==> config.mk <==
export PLATFORM = sky130hd
export DESIGN_NAME = gouraud_box_band_shading
export DESIGN_NICKNAME = d
export VERILOG_FILES = /design/src/rtl/gbbs_pkg.sv /design/src/rtl/gbbs_front.sv /design/src/rtl/gbbs_queue.sv /design/src/rtl/gbbs_div.sv /design/src/rtl/gbbs_back.sv /design/src/rtl/gouraud_box_band_shading.sv
export VERILOG_INCLUDE_DIRS = /design/src /design/src/rtl
export SDC_FILE = /design/constraint.sdc
export NUM_CORES = 1
export LEC_CHECK = 0
export ABC_AREA = 1
export BUFFER_PORTS_ARGS = -buffer_cell sky130_fd_sc_hd__buf_2
export CORE_AREA = 8 8 211 363
export DETAILED_ROUTE_END_ITERATION = 7
export DIE_AREA = 0 0 219 371
export GPL_TIMING_DRIVEN = 1
export PLACE_DENSITY_LB_ADDON = 0.12
export RECOVER_POWER = 50
export SETUP_SLACK_MARGIN = 0.5
export SYNTH_ARGS = -nofsm -noshare
export SYNTH_HDL_FRONTEND = slang
export SYNTH_SLANG_ARGS = --single-unit
==> constraint.sdc <==
create_clock -name clock -period 5.4 [get_ports clock]
set_clock_uncertainty 0.05 [all_clocks]
set_input_delay 0.54 -clock clock [delete_from_list [all_inputs] [get_ports clock]]
set_output_delay 0.54 -clock clock [all_outputs]
set_load 0.02 [all_outputs]
==> src/rtl/gouraud_box_band_shading_macros.svh <==
// Assertion macros shared by the box shading RTL.
// Depends on nothing; every user names its clock "clock" and its reset "reset".
`ifndef GOURAUD_BOX_BAND_SHADING_MACROS_SVH
`define GOURAUD_BOX_BAND_SHADING_MACROS_SVH
`ifndef SYNTHESIS
// Property checked at every clock edge outside reset.
`define GBBS_ASSERT(lbl, prop, msg) \
   lbl: assert property (@(posedge clock) disable iff (reset) (prop)) else $error(msg);
// Condition in one cycle implies a condition in the next cycle.
`define GBBS_ASSERT_NEXT(lbl, pre, post, msg) \
   lbl: assert property (@(posedge clock) disable iff (reset) (pre) |=> (post)) \
      else $error(msg);
`else
`define GBBS_ASSERT(lbl, prop, msg)
`define GBBS_ASSERT_NEXT(lbl, pre, post, msg)
`endif
`endif

==> src/rtl/gbbs_pkg.sv <==
// Shared types, constants and defaults of the box band shading block.
// Depends on nothing; every other RTL file but the macro header imports it.
`timescale 1ns / 1ps
package gbbs_pkg;
   localparam int BOX_W_DEF     = 16;
   localparam int BOX_H_DEF     = 12;
   localparam int SCREEN_W_DEF  = 640;
   localparam int SCREEN_H_DEF  = 480;
   localparam int FRAC_BITS_DEF = 16;

   localparam int COORD_W    = 12;
   localparam int LIGHT_IN_W = 8;
   localparam int PIXEL_W    = 8;
   localparam int OUT_POS_W  = 10;
   localparam int SHADE_W    = 5;
   localparam int BAND_W     = PIXEL_W - SHADE_W;
   localparam int DIFF_W     = LIGHT_IN_W + 1;
   localparam int LIGHT_W    = 32;
   localparam int POS_W      = 14;
   localparam int DIVISOR_W  = 7;
   localparam int DIV_STEP   = 4;
   localparam int QUEUE_DEPTH = 4;

   localparam logic OP_START = 1'b0;
   localparam logic OP_PIXEL = 1'b1;

   localparam logic [SHADE_W-1:0] SHADE_MAX = 5'd31;

   typedef struct packed {
      logic                         op;
      logic signed [COORD_W-1:0]    box_x;
      logic signed [COORD_W-1:0]    box_y;
      logic signed [LIGHT_IN_W-1:0] light_top_left;
      logic signed [LIGHT_IN_W-1:0] light_top_right;
      logic signed [LIGHT_IN_W-1:0] light_bottom_left;
      logic signed [LIGHT_IN_W-1:0] light_bottom_right;
      logic                         skip_zero;
      logic [PIXEL_W-1:0]           src_pixel;
   } req_type;

   typedef struct packed {
      logic [OUT_POS_W-1:0] screen_x;
      logic [OUT_POS_W-1:0] screen_y;
      logic [PIXEL_W-1:0]   color;
   } rsp_type;

   // Classified word as it waits between front and back.
   typedef struct packed {
      logic                      is_start;
      logic signed [COORD_W-1:0] box_x;
      logic signed [COORD_W-1:0] box_y;
      logic signed [DIFF_W-1:0]  light_tl;
      logic signed [DIFF_W-1:0]  diff_left;
      logic signed [DIFF_W-1:0]  diff_right;
      logic signed [DIFF_W-1:0]  diff_top;
      logic                      skip_zero;
      logic [PIXEL_W-1:0]        src_pixel;
   } entry_type;

   typedef struct packed {
      logic                      go;
      logic signed [LIGHT_W-1:0] dividend;
      logic [DIVISOR_W-1:0]      divisor;
   } div_req_type;

   typedef struct packed {
      logic                      done;
      logic signed [LIGHT_W-1:0] quotient;
   } div_rsp_type;
endpackage

==> src/rtl/gbbs_front.sv <==
// Front stage: accepts request words, classifies them and forms corner differences.
// Depends on gbbs_pkg.
`timescale 1ns / 1ps
module gbbs_front (
   input  logic                clock,
   input  logic                reset,
   input  logic                req_valid,
   output logic                req_stall,
   input  gbbs_pkg::req_type   req_word,
   output logic                push_valid,
   input  logic                push_ready,
   output gbbs_pkg::entry_type push_entry
);
   import gbbs_pkg::*;

   logic      front_valid_ff, front_valid_in;
   entry_type front_entry_ff, front_entry_in;
   logic      accept;

   assign req_stall = front_valid_ff & ~push_ready;
   assign accept    = req_valid & ~req_stall;

   always_comb begin
      front_entry_in.is_start   = (req_word.op == OP_START);
      front_entry_in.box_x      = req_word.box_x;
      front_entry_in.box_y      = req_word.box_y;
      front_entry_in.light_tl   = DIFF_W'(req_word.light_top_left);
      front_entry_in.diff_left  = DIFF_W'(req_word.light_bottom_left)
                                  - DIFF_W'(req_word.light_top_left);
      front_entry_in.diff_right = DIFF_W'(req_word.light_bottom_right)
                                  - DIFF_W'(req_word.light_top_right);
      front_entry_in.diff_top   = DIFF_W'(req_word.light_top_right)
                                  - DIFF_W'(req_word.light_top_left);
      front_entry_in.skip_zero  = req_word.skip_zero;
      front_entry_in.src_pixel  = req_word.src_pixel;
   end

   always_comb begin
      if (accept) begin
         front_valid_in = 1'b1;
      end else if (push_ready) begin
         front_valid_in = 1'b0;
      end else begin
         front_valid_in = front_valid_ff;
      end
   end

   always_ff @(posedge clock) begin
      if (reset) begin
         front_valid_ff <= 1'b0;
      end else begin
         front_valid_ff <= front_valid_in;
      end
      if (accept) begin
         front_entry_ff <= front_entry_in;
      end
   end

   assign push_valid = front_valid_ff;
   assign push_entry = front_entry_ff;
endmodule

==> src/rtl/gbbs_queue.sv <==
// Short queue of classified words between the front and back stages.
// Depends on gbbs_pkg and the assertion macro header.
`timescale 1ns / 1ps
`include "gouraud_box_band_shading_macros.svh"
module gbbs_queue (
   input  logic                clock,
   input  logic                reset,
   input  logic                push_valid,
   output logic                push_ready,
   input  gbbs_pkg::entry_type push_entry,
   output logic                pop_valid,
   input  logic                pop,
   output gbbs_pkg::entry_type pop_entry
);
   import gbbs_pkg::*;

   localparam int PTR_W = $clog2(QUEUE_DEPTH);
   localparam int CNT_W = $clog2(QUEUE_DEPTH + 1);

   entry_type        mem_ff [QUEUE_DEPTH];
   logic [PTR_W-1:0] wr_ptr_ff, wr_ptr_in;
   logic [PTR_W-1:0] rd_ptr_ff, rd_ptr_in;
   logic [CNT_W-1:0] count_ff, count_in;
   logic             do_push, do_pop;

   assign push_ready = (count_ff != CNT_W'(QUEUE_DEPTH));
   assign pop_valid  = (count_ff != '0);
   assign pop_entry  = mem_ff[rd_ptr_ff];
   assign do_push    = push_valid & push_ready;
   assign do_pop     = pop & pop_valid;

   always_comb begin
      wr_ptr_in = wr_ptr_ff;
      rd_ptr_in = rd_ptr_ff;
      if (do_push) begin
         wr_ptr_in = (wr_ptr_ff == PTR_W'(QUEUE_DEPTH - 1)) ? '0 : wr_ptr_ff + 1'b1;
      end
      if (do_pop) begin
         rd_ptr_in = (rd_ptr_ff == PTR_W'(QUEUE_DEPTH - 1)) ? '0 : rd_ptr_ff + 1'b1;
      end
      count_in = count_ff + CNT_W'(do_push) - CNT_W'(do_pop);
   end

   always_ff @(posedge clock) begin
      if (reset) begin
         wr_ptr_ff <= '0;
         rd_ptr_ff <= '0;
         count_ff  <= '0;
      end else begin
         wr_ptr_ff <= wr_ptr_in;
         rd_ptr_ff <= rd_ptr_in;
         count_ff  <= count_in;
      end
      if (do_push) begin
         mem_ff[wr_ptr_ff] <= push_entry;
      end
   end

   `GBBS_ASSERT(a_count_bound, count_ff <= CNT_W'(QUEUE_DEPTH), "queue count overflow")
   `GBBS_ASSERT(a_ptr_track, PTR_W'(rd_ptr_ff + count_ff) == wr_ptr_ff, "queue pointers out of step")
endmodule

==> src/rtl/gbbs_div.sv <==
// Iterative signed divider by a small positive divisor, DIV_STEP quotient bits per cycle.
// Quotient truncates toward zero. Depends on gbbs_pkg.
`timescale 1ns / 1ps
module gbbs_div (
   input  logic                  clock,
   input  logic                  reset,
   input  gbbs_pkg::div_req_type div_req,
   output gbbs_pkg::div_rsp_type div_rsp
);
   import gbbs_pkg::*;

   localparam int ITER  = LIGHT_W / DIV_STEP;
   localparam int CNT_W = $clog2(ITER + 1);

   logic                      busy_ff, busy_in;
   logic                      fin_ff, fin_in;
   logic                      done_ff, done_in;
   logic [CNT_W-1:0]          count_ff, count_in;
   logic                      neg_ff, neg_in;
   logic [LIGHT_W-1:0]        quo_ff, quo_in;
   logic [DIVISOR_W:0]        rem_ff, rem_in;
   logic [DIVISOR_W-1:0]      divisor_ff, divisor_in;
   logic signed [LIGHT_W-1:0] result_ff, result_in;
   logic [LIGHT_W-1:0]        quo_step;
   logic [DIVISOR_W:0]        rem_step;
   logic [LIGHT_W-1:0]        magnitude;

   assign magnitude = div_req.dividend[LIGHT_W-1] ? LIGHT_W'(-div_req.dividend)
                                                  : LIGHT_W'(div_req.dividend);

   // Restoring long division, DIV_STEP bits per cycle; the remainder stays narrow.
   always_comb begin
      quo_step = quo_ff;
      rem_step = rem_ff;
      for (int k = 0; k < DIV_STEP; k++) begin
         rem_step = {rem_step[DIVISOR_W-1:0], quo_step[LIGHT_W-1]};
         quo_step = {quo_step[LIGHT_W-2:0], 1'b0};
         if (rem_step >= {1'b0, divisor_ff}) begin
            rem_step    = rem_step - {1'b0, divisor_ff};
            quo_step[0] = 1'b1;
         end
      end
   end

   always_comb begin
      busy_in    = busy_ff;
      fin_in     = 1'b0;
      done_in    = 1'b0;
      count_in   = count_ff;
      neg_in     = neg_ff;
      quo_in     = quo_ff;
      rem_in     = rem_ff;
      divisor_in = divisor_ff;
      result_in  = result_ff;
      if (div_req.go) begin
         busy_in    = 1'b1;
         count_in   = CNT_W'(ITER);
         neg_in     = div_req.dividend[LIGHT_W-1];
         quo_in     = magnitude;
         rem_in     = '0;
         divisor_in = div_req.divisor;
      end else if (busy_ff) begin
         quo_in   = quo_step;
         rem_in   = rem_step;
         count_in = count_ff - 1'b1;
         if (count_ff == CNT_W'(1)) begin
            busy_in = 1'b0;
            fin_in  = 1'b1;
         end
      end else if (fin_ff) begin
         result_in = neg_ff ? -$signed(quo_ff) : $signed(quo_ff);
         done_in   = 1'b1;
      end
   end

   always_ff @(posedge clock) begin
      if (reset) begin
         busy_ff <= 1'b0;
         fin_ff  <= 1'b0;
         done_ff <= 1'b0;
      end else begin
         busy_ff <= busy_in;
         fin_ff  <= fin_in;
         done_ff <= done_in;
      end
      count_ff   <= count_in;
      neg_ff     <= neg_in;
      quo_ff     <= quo_in;
      rem_ff     <= rem_in;
      divisor_ff <= divisor_in;
      result_ff  <= result_in;
   end

   assign div_rsp.done     = done_ff;
   assign div_rsp.quotient = result_ff;
endmodule

==> src/rtl/gbbs_back.sv <==
// Back stage: box setup sequencing, per-pixel light stepping, shading and result register.
// Depends on gbbs_pkg and the assertion macro header; it reaches the step divider through ports.
`timescale 1ns / 1ps
`include "gouraud_box_band_shading_macros.svh"
module gbbs_back #(
   parameter int BOX_W     = gbbs_pkg::BOX_W_DEF,
   parameter int BOX_H     = gbbs_pkg::BOX_H_DEF,
   parameter int SCREEN_W  = gbbs_pkg::SCREEN_W_DEF,
   parameter int SCREEN_H  = gbbs_pkg::SCREEN_H_DEF,
   parameter int FRAC_BITS = gbbs_pkg::FRAC_BITS_DEF
) (
   input  logic                  clock,
   input  logic                  reset,
   input  logic                  q_valid,
   output logic                  q_pop,
   input  gbbs_pkg::entry_type   q_entry,
   output gbbs_pkg::div_req_type div_req,
   input  gbbs_pkg::div_rsp_type div_rsp,
   output logic                  rsp_valid,
   input  logic                  rsp_stall,
   output gbbs_pkg::rsp_type     rsp_word
);
   import gbbs_pkg::*;

   localparam int COL_W = $clog2(BOX_W + 1);
   localparam int ROW_W = $clog2(BOX_H + 1);
   localparam logic signed [POS_W-1:0]   LIMIT_X = POS_W'(SCREEN_W);
   localparam logic signed [POS_W-1:0]   LAST_Y  = POS_W'(SCREEN_H - 1);
   localparam logic signed [LIGHT_W-1:0] TRUNC_BIAS = LIGHT_W'((1 << FRAC_BITS) - 1);

   typedef enum logic [3:0] {
      ST_RUN   = 4'b0001,
      ST_DIV_L = 4'b0010,
      ST_DIV_R = 4'b0100,
      ST_DIV_0 = 4'b1000
   } back_state_type;

   function automatic logic signed [LIGHT_W-1:0] scale(input logic signed [DIFF_W-1:0] v);
      return LIGHT_W'(v) <<< FRAC_BITS;
   endfunction

   back_state_type            state_ff, state_in;
   logic signed [COORD_W-1:0] origin_x_ff, origin_x_in;
   logic signed [COORD_W-1:0] origin_y_ff, origin_y_in;
   logic signed [LIGHT_W-1:0] left_light_ff, left_light_in;
   logic signed [LIGHT_W-1:0] left_step_ff, left_step_in;
   logic signed [LIGHT_W-1:0] step_diff_ff, step_diff_in;
   logic signed [LIGHT_W-1:0] run_light_ff, run_light_in;
   logic signed [LIGHT_W-1:0] run_step_ff, run_step_in;
   logic signed [LIGHT_W-1:0] next_step_ff, next_step_in;
   logic signed [LIGHT_W-1:0] ndiff_ff, ndiff_in;
   logic signed [DIFF_W-1:0]  diff_right_ff, diff_right_in;
   logic signed [DIFF_W-1:0]  diff_top_ff, diff_top_in;
   logic                      next_ok_ff, next_ok_in;
   logic [COL_W-1:0]          column_ff, column_in;
   logic [ROW_W-1:0]          row_ff, row_in;
   logic                      transparent_ff, transparent_in;
   logic                      finished_ff, finished_in;
   logic                      rsp_valid_ff, rsp_valid_in;
   rsp_type                   rsp_word_ff, rsp_word_in;

   logic                      can_out, last_col, last_row, need_next;
   logic                      pop_start, pop_pixel;
   logic [ROW_W-1:0]          row_inc;
   logic signed [POS_W-1:0]   sx, sy, sy_next;
   logic                      visible, show, past_bottom, start_past_bottom;
   logic signed [LIGHT_W-1:0] biased, light_int, shade_sum, left_next, ndiff_step, ndiff_first;
   logic [SHADE_W-1:0]        shade;

   assign can_out   = ~rsp_valid_ff | ~rsp_stall;
   assign last_col  = (column_ff == COL_W'(BOX_W - 1));
   assign row_inc   = row_ff + 1'b1;
   assign last_row  = (row_inc >= ROW_W'(BOX_H));
   // The last pixel of a row that opens another row needs the next row's step ready.
   assign need_next = ~finished_ff & last_col & ~last_row;
   assign pop_start = (state_ff == ST_RUN) & q_valid & q_entry.is_start;
   assign pop_pixel = (state_ff == ST_RUN) & q_valid & ~q_entry.is_start & can_out
                      & (~need_next | next_ok_ff);
   assign q_pop     = pop_start | pop_pixel;

   assign sx      = POS_W'(origin_x_ff) + $signed(POS_W'(column_ff));
   assign sy      = POS_W'(origin_y_ff) + $signed(POS_W'(row_ff));
   assign sy_next = POS_W'(origin_y_ff) + $signed(POS_W'(row_inc));
   assign visible = ~sy[POS_W-1] & ~sx[POS_W-1] & (sx < LIMIT_X);
   assign show    = visible & ~(transparent_ff & (q_entry.src_pixel == '0));
   assign past_bottom       = (sy_next > LAST_Y);
   assign start_past_bottom = (POS_W'(q_entry.box_y) > LAST_Y);

   // Integer part of the light, truncated toward zero.
   assign biased    = run_light_ff + (run_light_ff[LIGHT_W-1] ? TRUNC_BIAS : '0);
   assign light_int = biased >>> FRAC_BITS;
   assign shade_sum = light_int + $signed(LIGHT_W'(q_entry.src_pixel[SHADE_W-1:0]));

   always_comb begin
      if (shade_sum < 0) begin
         shade = '0;
      end else if (shade_sum > $signed(LIGHT_W'(SHADE_MAX))) begin
         shade = SHADE_MAX;
      end else begin
         shade = shade_sum[SHADE_W-1:0];
      end
   end

   assign left_next   = left_light_ff + left_step_ff;
   assign ndiff_step  = ndiff_ff + step_diff_ff;
   assign ndiff_first = scale(diff_top_ff) + step_diff_ff;

   always_comb begin
      state_in       = state_ff;
      origin_x_in    = origin_x_ff;
      origin_y_in    = origin_y_ff;
      left_light_in  = left_light_ff;
      left_step_in   = left_step_ff;
      step_diff_in   = step_diff_ff;
      run_light_in   = run_light_ff;
      run_step_in    = run_step_ff;
      next_step_in   = next_step_ff;
      ndiff_in       = ndiff_ff;
      diff_right_in  = diff_right_ff;
      diff_top_in    = diff_top_ff;
      next_ok_in     = next_ok_ff;
      column_in      = column_ff;
      row_in         = row_ff;
      transparent_in = transparent_ff;
      finished_in    = finished_ff;
      rsp_valid_in   = rsp_valid_ff & rsp_stall;
      rsp_word_in    = rsp_word_ff;
      div_req.go       = 1'b0;
      div_req.dividend = ndiff_step;
      div_req.divisor  = DIVISOR_W'(BOX_W);
      case (state_ff)
         ST_RUN: begin
            if (div_rsp.done & ~pop_start) begin
               next_step_in = div_rsp.quotient;
               next_ok_in   = 1'b1;
            end
            if (pop_start) begin
               origin_x_in    = q_entry.box_x;
               origin_y_in    = q_entry.box_y;
               left_light_in  = scale(q_entry.light_tl);
               run_light_in   = scale(q_entry.light_tl);
               diff_right_in  = q_entry.diff_right;
               diff_top_in    = q_entry.diff_top;
               transparent_in = q_entry.skip_zero;
               column_in      = '0;
               row_in         = '0;
               finished_in    = start_past_bottom;
               next_ok_in     = 1'b0;
               div_req.go       = 1'b1;
               div_req.dividend = scale(q_entry.diff_left);
               div_req.divisor  = DIVISOR_W'(BOX_H);
               state_in       = ST_DIV_L;
            end else if (pop_pixel & ~finished_ff) begin
               if (show) begin
                  rsp_valid_in         = 1'b1;
                  rsp_word_in.screen_x = sx[OUT_POS_W-1:0];
                  rsp_word_in.screen_y = sy[OUT_POS_W-1:0];
                  rsp_word_in.color    = {q_entry.src_pixel[PIXEL_W-1:SHADE_W], shade};
               end
               run_light_in = run_light_ff + run_step_ff;
               if (last_col) begin
                  column_in     = '0;
                  row_in        = row_inc;
                  left_light_in = left_next;
                  if (last_row) begin
                     finished_in = 1'b1;
                  end else begin
                     run_light_in = left_next;
                     run_step_in  = next_step_ff;
                     finished_in  = past_bottom;
                     // Start on the step of the row after this new one.
                     ndiff_in     = ndiff_step;
                     next_ok_in   = 1'b0;
                     div_req.go   = 1'b1;
                  end
               end else begin
                  column_in = column_ff + 1'b1;
               end
            end
         end
         ST_DIV_L: begin
            if (div_rsp.done) begin
               left_step_in     = div_rsp.quotient;
               div_req.go       = 1'b1;
               div_req.dividend = scale(diff_right_ff);
               div_req.divisor  = DIVISOR_W'(BOX_H);
               state_in         = ST_DIV_R;
            end
         end
         ST_DIV_R: begin
            if (div_rsp.done) begin
               step_diff_in     = div_rsp.quotient - left_step_ff;
               div_req.go       = 1'b1;
               div_req.dividend = scale(diff_top_ff);
               div_req.divisor  = DIVISOR_W'(BOX_W);
               state_in         = ST_DIV_0;
            end
         end
         ST_DIV_0: begin
            if (div_rsp.done) begin
               run_step_in      = div_rsp.quotient;
               ndiff_in         = ndiff_first;
               next_ok_in       = 1'b0;
               div_req.go       = 1'b1;
               div_req.dividend = ndiff_first;
               state_in         = ST_RUN;
            end
         end
         default: begin
            state_in = ST_RUN;
         end
      endcase
   end

   always_ff @(posedge clock) begin
      if (reset) begin
         state_ff     <= ST_RUN;
         next_ok_ff   <= 1'b0;
         column_ff    <= '0;
         row_ff       <= '0;
         finished_ff  <= 1'b1;
         rsp_valid_ff <= 1'b0;
      end else begin
         state_ff     <= state_in;
         next_ok_ff   <= next_ok_in;
         column_ff    <= column_in;
         row_ff       <= row_in;
         finished_ff  <= finished_in;
         rsp_valid_ff <= rsp_valid_in;
      end
      origin_x_ff    <= origin_x_in;
      origin_y_ff    <= origin_y_in;
      left_light_ff  <= left_light_in;
      left_step_ff   <= left_step_in;
      step_diff_ff   <= step_diff_in;
      run_light_ff   <= run_light_in;
      run_step_ff    <= run_step_in;
      next_step_ff   <= next_step_in;
      ndiff_ff       <= ndiff_in;
      diff_right_ff  <= diff_right_in;
      diff_top_ff    <= diff_top_in;
      transparent_ff <= transparent_in;
      rsp_word_ff    <= rsp_word_in;
   end

   assign rsp_valid = rsp_valid_ff;
   assign rsp_word  = rsp_word_ff;

   `GBBS_ASSERT(a_no_pop_in_setup, (state_ff != ST_RUN) |-> !q_pop, "word taken during setup")
   `GBBS_ASSERT(a_rsp_from_pixel, $rose(rsp_valid_ff) |-> $past(pop_pixel), "result without pixel")
   `GBBS_ASSERT(a_column_bound, column_ff < COL_W'(BOX_W), "column past box width")
   `GBBS_ASSERT(a_one_step_pending, (div_rsp.done && state_ff == ST_RUN) |-> !next_ok_ff, "step overrun")
endmodule

==> src/rtl/gouraud_box_band_shading.sv <==
// Gouraud box shading with palette bands: top level joining front, queue, divider and back.
// Depends on gbbs_pkg, gbbs_front, gbbs_queue, gbbs_div and gbbs_back.
//
// Use: send a start word (op = start) with the box origin, four corner lights and the
// skip-zero flag, then the BOX_W x BOX_H source pixels in row-major order on the req_
// channel. Each visible, non-transparent pixel gives one rsp_ word with its screen
// position and shaded color; other words give nothing.
// A pixel accepted on the req_ channel passes the front register, a queue entry and the
// result register before its result shows on rsp_valid.
// Throughput: one pixel per cycle inside a box while rsp_stall is low and the next row's
// step is ready. A start word occupies the back stage for three divisions on the shared
// step divider, each an iterative restoring division with a sign fix. Each later row's
// run step is divided during the row before, so a row may wait at its end for the divider.
// Reset clears the queue, the divider and the result register and leaves no box active,
// so pixels before the first start word are dropped.
// When rsp_stall holds, the result register keeps its word; the back stage stops taking
// pixels, the four-word queue fills and then req_stall rises.
`timescale 1ns / 1ps
module gouraud_box_band_shading #(
   parameter int BOX_W     = gbbs_pkg::BOX_W_DEF,
   parameter int BOX_H     = gbbs_pkg::BOX_H_DEF,
   parameter int SCREEN_W  = gbbs_pkg::SCREEN_W_DEF,
   parameter int SCREEN_H  = gbbs_pkg::SCREEN_H_DEF,
   parameter int FRAC_BITS = gbbs_pkg::FRAC_BITS_DEF
) (
   input  logic              clock,
   input  logic              reset,
   input  logic              req_valid,
   output logic              req_stall,
   input  gbbs_pkg::req_type req_word,
   output logic              rsp_valid,
   input  logic              rsp_stall,
   output gbbs_pkg::rsp_type rsp_word
);
   import gbbs_pkg::*;

   logic        push_valid, push_ready;
   entry_type   push_entry;
   logic        q_valid, q_pop;
   entry_type   q_entry;
   div_req_type div_req;
   div_rsp_type div_rsp;

   gbbs_front u_front (
      .clock      (clock),
      .reset      (reset),
      .req_valid  (req_valid),
      .req_stall  (req_stall),
      .req_word   (req_word),
      .push_valid (push_valid),
      .push_ready (push_ready),
      .push_entry (push_entry)
   );

   gbbs_queue u_queue (
      .clock      (clock),
      .reset      (reset),
      .push_valid (push_valid),
      .push_ready (push_ready),
      .push_entry (push_entry),
      .pop_valid  (q_valid),
      .pop        (q_pop),
      .pop_entry  (q_entry)
   );

   gbbs_div u_div (
      .clock   (clock),
      .reset   (reset),
      .div_req (div_req),
      .div_rsp (div_rsp)
   );

   gbbs_back #(
      .BOX_W     (BOX_W),
      .BOX_H     (BOX_H),
      .SCREEN_W  (SCREEN_W),
      .SCREEN_H  (SCREEN_H),
      .FRAC_BITS (FRAC_BITS)
   ) u_back (
      .clock     (clock),
      .reset     (reset),
      .q_valid   (q_valid),
      .q_pop     (q_pop),
      .q_entry   (q_entry),
      .div_req   (div_req),
      .div_rsp   (div_rsp),
      .rsp_valid (rsp_valid),
      .rsp_stall (rsp_stall),
      .rsp_word  (rsp_word)
   );
endmodule
Word level (Yosys, flattened, before mapping)
Memories as Yosys holds them, arrays and structs flattened. A register that Yosys moved wholly into a read port is not among the register bits. Index checks and enable logic that the tools add are counted.

Register bits: 474. Latch bits: 0. Memory bits (writable): 280. Memory bits (read-only): 0. Input bits: 70. Output and inout port bits: 30. Memories: 1.

Memories: u_queue.mem_ff (depth 4, bits a word 70, read ports 1, clocked after memory_dff 1, wr ports 1, RTL line gbbs_queue.sv:20) `entry_type mem_ff [QUEUE_DEPTH];`.

Add/subtract/negate cells: 26. $mul: 0. Div/mod/pow operators: 0. Magnitude comparators: 10. Eq/ne operators: 17. Shift operators: 0. Muxes and demuxes: 82. Bitwise logic cells: 36. Reductions and logical operators: 20.

Operators with widths (count): $mux W32 (21); $pmux W33 S4 (1); $pmux W32 S2 (2); $add A32 B32 Y32 (3); $mux W40 (2); $neg A32 Y32 (2); $mux W39 (1); $mux W33 (1); $add A25 B32 Y32 (1); $add A32 B16 Y32 (1); $ge A8 B7 Y1 (4); $gt A32 B6 Y1 const B (1); $lt A32 B1 Y1 const B (1); $sub A32 B32 Y32 (1); $mux W1 (31); $mux W4 (7); $mux W7 (4); $sub A7 B7 Y7 (4); $sub A8 B8 Y9 (3); $add A12 B5 Y13 (2); $pmux W7 S3 (1); $mux W5 (4); $and A1 B1 Y1 (18); $add A16 B6 Y17 (1); 34 further kinds (74).

Longest topological paths before layout
Depth after elaboration: 14. Depth in mapped cells: 42. Depth with buffers taken out: 42.

By module
A second synthesis with hierarchy kept.

Cells, all modules: 4596. Area total of the unflattened synthesis: 43292.8 µm².

Modules (own cells, without submodules): gbbs_back (instances 1, cells an instance 2778, area an instance 22308.9 µm², seq. area each 9178.8 µm²); gbbs_queue (instances 1, cells an instance 743, area an instance 11443.5 µm², seq. area each 8588.2 µm²); gbbs_div (instances 1, cells an instance 761, area an instance 6165.9 µm², seq. area each 2442.3 µm²); gbbs_front (instances 1, cells an instance 314, area an instance 3374.5 µm², seq. area each 2092.0 µm²).

Worst setup path before layout
OpenSTA, ideal clock, no wires.

Path type: register -> register. Start point: register u_div.divisor_ff[3]. End point: register u_div.quo_ff[0] (data pin). Library setup time: 267 ps. Arrival time: 5179 ps. Required time: 5083 ps. Path slack: -95 ps. Cell stages (with the launch flop): 37. Buffers on the path: 0. Period minus slack after synthesis: 5495 ps. Path through: edfxtp_1 inv_1 fa_1 nand2_1 nand2_1 nor2_1 nand3_2 o21ai_0 ha_1 inv_1 nor2_1 inv_1 nand4_1 nor2_2 nand2_2 inv_1 nor2_1 a31oi_1 ha_1 o21ai_0 nand2_1 nor2_1 nand2_1 nor2_2 nand2_2 inv_1 nor2_1 a31oi_1 ha_1 inv_1 nor2_1 nor2_1 nand3_1 nor2_2 nand2_2 nand2_1 o21ai_0.

Longest elaborated chain between the ends: 10. Elaborated cells between the ends (all ways): 13. Those cells by class: 3 x add/sub; 4 x order compare; 6 x mux.

RTL lines: start, declared (RTL line gbbs_div.sv:22) `logic [DIVISOR_W-1:0] divisor_ff, divisor_in;`; start signal, assigned (RTL line gbbs_div.sv:90) `divisor_ff <= divisor_in;`; $sub A7 B7 Y7 or $ge A8 B7 Y1 (tied branches) (RTL line gbbs_div.sv:39, gbbs_div.sv:38); $mux W7 (RTL line gbbs_div.sv:38) `if (rem_step >= {1'b0, divisor_ff}) begin`; $sub A7 B7 Y7 or $ge A8 B7 Y1 (tied branches) (RTL line gbbs_div.sv:39, gbbs_div.sv:38); $mux W7 (RTL line gbbs_div.sv:38); $sub A7 B7 Y7 or $ge A8 B7 Y1 (tied branches) (RTL line gbbs_div.sv:39, gbbs_div.sv:38); $mux W7 (RTL line gbbs_div.sv:38); $ge A8 B7 Y1 * (RTL line gbbs_div.sv:38); $mux W1 * (RTL line gbbs_div.sv:38); $mux W32 * (RTL line gbbs_div.sv:62) `end else if (busy_ff) begin`; $mux W32 * (RTL line gbbs_div.sv:55) `if (div_req.go) begin`; net u_div.quo_in[0] (RTL line gbbs_div.sv:20) `logic [LIGHT_W-1:0] quo_ff, quo_in;`; end signal, assigned (RTL line gbbs_div.sv:88) `quo_ff <= quo_in;`; end, declared (RTL line gbbs_div.sv:20).

Mark *: on every way through the listed nets, which the timed path passes. The rest lies on a longest branch. The select of a mux whose other input is x is not followed. A chain may end at the register's enable or synchronous reset.

Worst setup path after layout
Ends and elaborated chain as after synthesis.

==> metrics.csv <==
stage,metric,value,unit
status,status,finished with violations,
status,failed_checks,"capacitance limit, slew limit",
timing,finalHoldViolCount,0,
global_route,grt_max_degree,79,
placement,port_buffers,99,
floorplanning,num_rows,130,
placement,post-place-ws,-0.174,ns
logic_synthesis,synth.avg_cell_area,9.75,µm²
timing,hold_ws,0.0502,ns
logic_synthesis,ys_ff_latch,747,
layout,layout_common_cells,"823 x nand2_1, 707 x edfxtp_1, 431 x inv_1",
global_route,antenna_found_initial,2,
route,avgRoutedWirePerCell,21.1,µm
layout,area_delta_synth_final,12.5,%
logic_synthesis,seq_area_frac_synth,54.7,%
logic_synthesis,synthTopCellsByArea,"edfxtp_1 53%, nand2_1 7.8%, ha_1 7.0%",
timing,period_share,97.8,%
clock_tree,insertion_delay,0.64,ns
clock_tree,clk_pin_slew_worst_paths,0.07,ns
timing,tightest_slew,2.92,ns
route,dr.first_iter.drc_count,2029,
critical_path,crit_path_start_kind,register,
route,via_count,30412,
critical_path,r2r-end,u_div.quo_ff[0],
floorplanning,die_x,219,µm
timing,finalMaxSlewViolations,308,
placement,place_hpwl,83900,µm
layout,final-instance-count-excl-fill,5326,
timing,max_slew_margin,-94.7,%
clock_tree,root_buffer,clkbuf_16,
logic_synthesis,ys.flop_type,edfxtp_1,
route,routed_via_density,5.71,
min_path,holdPathStages,1,
floorplanning,start_util,56.3,%
floorplanning,die_area,0.0812,mm²
timing,final.setup.worst_slack,0.117,ns
critical_path,rr_startpoint,u_div.divisor_ff[3],
logic_synthesis,netlist-cell-type-count,69,
placement,dp.cells,5146,
critical_path,critical_path_class,reg -> reg,
logic_synthesis,netlist_area,0.0403,mm²
clock_tree,cts_tree,built,
route,drc,0,
clock_tree,clkSinkCount,747,
logic_synthesis,synthesis.instances,4134,
critical_path,crit_fanout,6,
route,routed_wl,113000,µm
clock_tree,cts_max_level,3,
clock_tree,cts_buffer_depth,3,
placement,gp_congestion,0.980,
logic_synthesis,synth_edf_count,707,
power_and_ir_drop,power.leakage,18.5,nW
layout,fillerInstances,5910,
layout,final_common_cell,nand2_1,
run,cap_violations,9,
power_and_ir_drop,ir_drop,436,µV
floorplanning,die-height,371,µm
timing,setup-violations-final,0,
global_route,grt.overflow.total,0,
global_route,grt_pass1_wl,173000,µm
floorplanning,io_pins,100,
min_path,whs_endpoint,u_front.push_entry[3],
critical_path,r2r_cells,38,
timing,rsz0062_at_grt,yes,
logic_synthesis,postSynthNetCount,4442,
critical_path,slowest_stage,edfxtp_1,
global_route,grt_pass1_vias,31182,
layout,nets,4655,
clock_tree,numCtsBuffers,70,
floorplanning,core,0.0716,mm²
min_path,min_path_type,in -> reg,
critical_path,ff2ff_setup_slack,0.12,ns
logic_synthesis,synth_top_area_share,52.7,%
logic_synthesis,async_flop_share,0,%
timing,fin_crit,5.28,ns
critical_path,worstPathRequired,5.72,ns
power_and_ir_drop,power_density,623,mW/mm²
route,drt-pass1-iter-count,6,
critical_path,arrival,5.60,ns
global_route,grt.total_usage,27.8,%
critical_path,crit_path_end_kind,register,
min_path,min_from,req_word[3],
critical_path,critical_path.max_stage_delay,0.41,ns
logic_synthesis,ys.warnings.count,0,
timing,max_freq,189,MHz
layout,drive_gt1_share,9.54,%
route,antenna_left,0,
logic_synthesis,yosys.area.top_type,edfxtp_1,
==> per-layer routing <==
metal  GRT usage, %  wire length (µm)
met1           28.3             39400
met2           52.1             60500
met3           3.14              4170
met4           19.2              8530
met5              0                 0
==> synthesized netlist by cell type (15+ instances only) <==
cell type / n
o211ai_1: 15
o22ai_1: 66
nand3b_1: 18
clkbuf_1: 70
ha_1: 224
dfxtp_1: 40
nor2_1: 395
inv_1: 441
nand4_1: 44
o21bai_1: 17
or2_2: 18
edfxtp_1: 707
nor3_1: 46
a31oi_1: 28
a21oi_1: 258
nand3_1: 174
o21ai_0: 309
a21o_1: 16
xnor2_1: 63
xor2_1: 131
nand2_1: 834
==> metrics by stage <==
step | utilization (%) | setup TNS, ns | instance area (µm²) | power, W
2_1_floorplan | - | 0 | 40400 | 0.0178
3_3_place_gp | 59.2 | -0.363 | 42400 | 0.0219
3_5_place_dp | 59.2 | -0.694 | 42400 | 0.0220
4_1_cts | 63.1 | 0 | 45200 | 0.0275
5_1_grt | 63.4 | -1.25 | 45300 | 0.0302
6_report | 63.4 | 0 | 45300 | 0.0283
==> cell families (layout without fill, tap and decap cells) <==
kind of cell | count (synthesis) | count (layout) | share of synthesized area [%]
AO/OA/AOI/OAI | 814 | 814 | 11.6
XOR/XNOR | 194 | 194 | 4.22
adder cells (fa/ha/maj) | 238 | 238 | 7.65
buffers and inverters | 551 | 818 | 5.20
flip-flops | 747 | 747 | 54.7
multiplexers | 1 | 1 | 0.0248
other | 0 | 1 | 0
AND/OR/NAND/NOR | 1589 | 1589 | 16.7
==> cell type report <==
type	instances	area, µm²	area share (%)
inverter	459	1750	3.85
clock buffer	82	1830	4.03
timing repair buffer	233	1560	3.44
clock inverter	44	493	1.09
tap	924	1160	2.55
multi-input combinational	2836	16500	36.4
antenna	1	2.50	0.00552
sequential	747	22000	48.6
==> power breakdown <==
group | switching (W) | internal (W) | total (W)
Sequential | 0.000768 | 0.00804 | 0.00881
Combinational | 0.00916 | 0.00524 | 0.0144
Clock | 0.00222 | 0.00285 | 0.00506
Total | 0.0121 | 0.0161 | 0.0283
==> sequential cells by signal (all words and copies together), names as in the netlist, 5 cells and up, named ones only <==
name and cells:
u_back.column_ff 5, u_back.diff_right_ff 9, u_back.diff_top_ff 9, u_back.left_light_ff 32
u_back.left_step_ff 32, u_back.ndiff_ff 32, u_back.next_step_ff 32, u_back.origin_x_ff 12
u_back.origin_y_ff 12, u_back.rsp_word 28, u_back.run_light_ff 32, u_back.run_step_ff 32
u_back.step_diff_ff 32, u_div.quo_ff 32, u_div.rem_ff 7, u_div.result_ff 32
u_front.push_entry 69, u_queue.mem_ff 276
==> critical path: cells and delay by family, from the launching register on <==
family                   cells  cell delay (ns)
adder cells (fa/ha/maj)      3             0.89
flip-flops                   1             0.41
buffers and inverters       11             1.11
AO/OA/AOI/OAI                3             0.47
AND/OR/NAND/NOR             21             2.08
==> worst max-delay path by stage <==
stage	slack, ns	to	startpoint	cells past startpoint
2_1_floorplan	0.10	u_div.quo_ff[0]	u_div.divisor_ff[3]	37
3_3_place_gp	-0.12	u_div.quo_ff[0]	u_div.divisor_ff[3]	37
3_5_place_dp	-0.17	u_div.quo_ff[0]	u_div.divisor_ff[3]	37
4_1_cts	0.11	u_div.quo_ff[0]	u_div.divisor_ff[3]	39
5_1_grt	-0.16	u_div.quo_ff[0]	u_div.divisor_ff[3]	41
6_report	0.12	u_div.quo_ff[0]	u_div.divisor_ff[3]	38
==> repair_timing <==
action                                 CTS  global route
resized for setup                       13            57
buffers inserted                        16             8
endpoints found under the hold margin   29             0
setup endpoints to repair                6            11
pin swaps                               26            36
hold buffers                            29             0
Power figures use the tool's default switching activity.
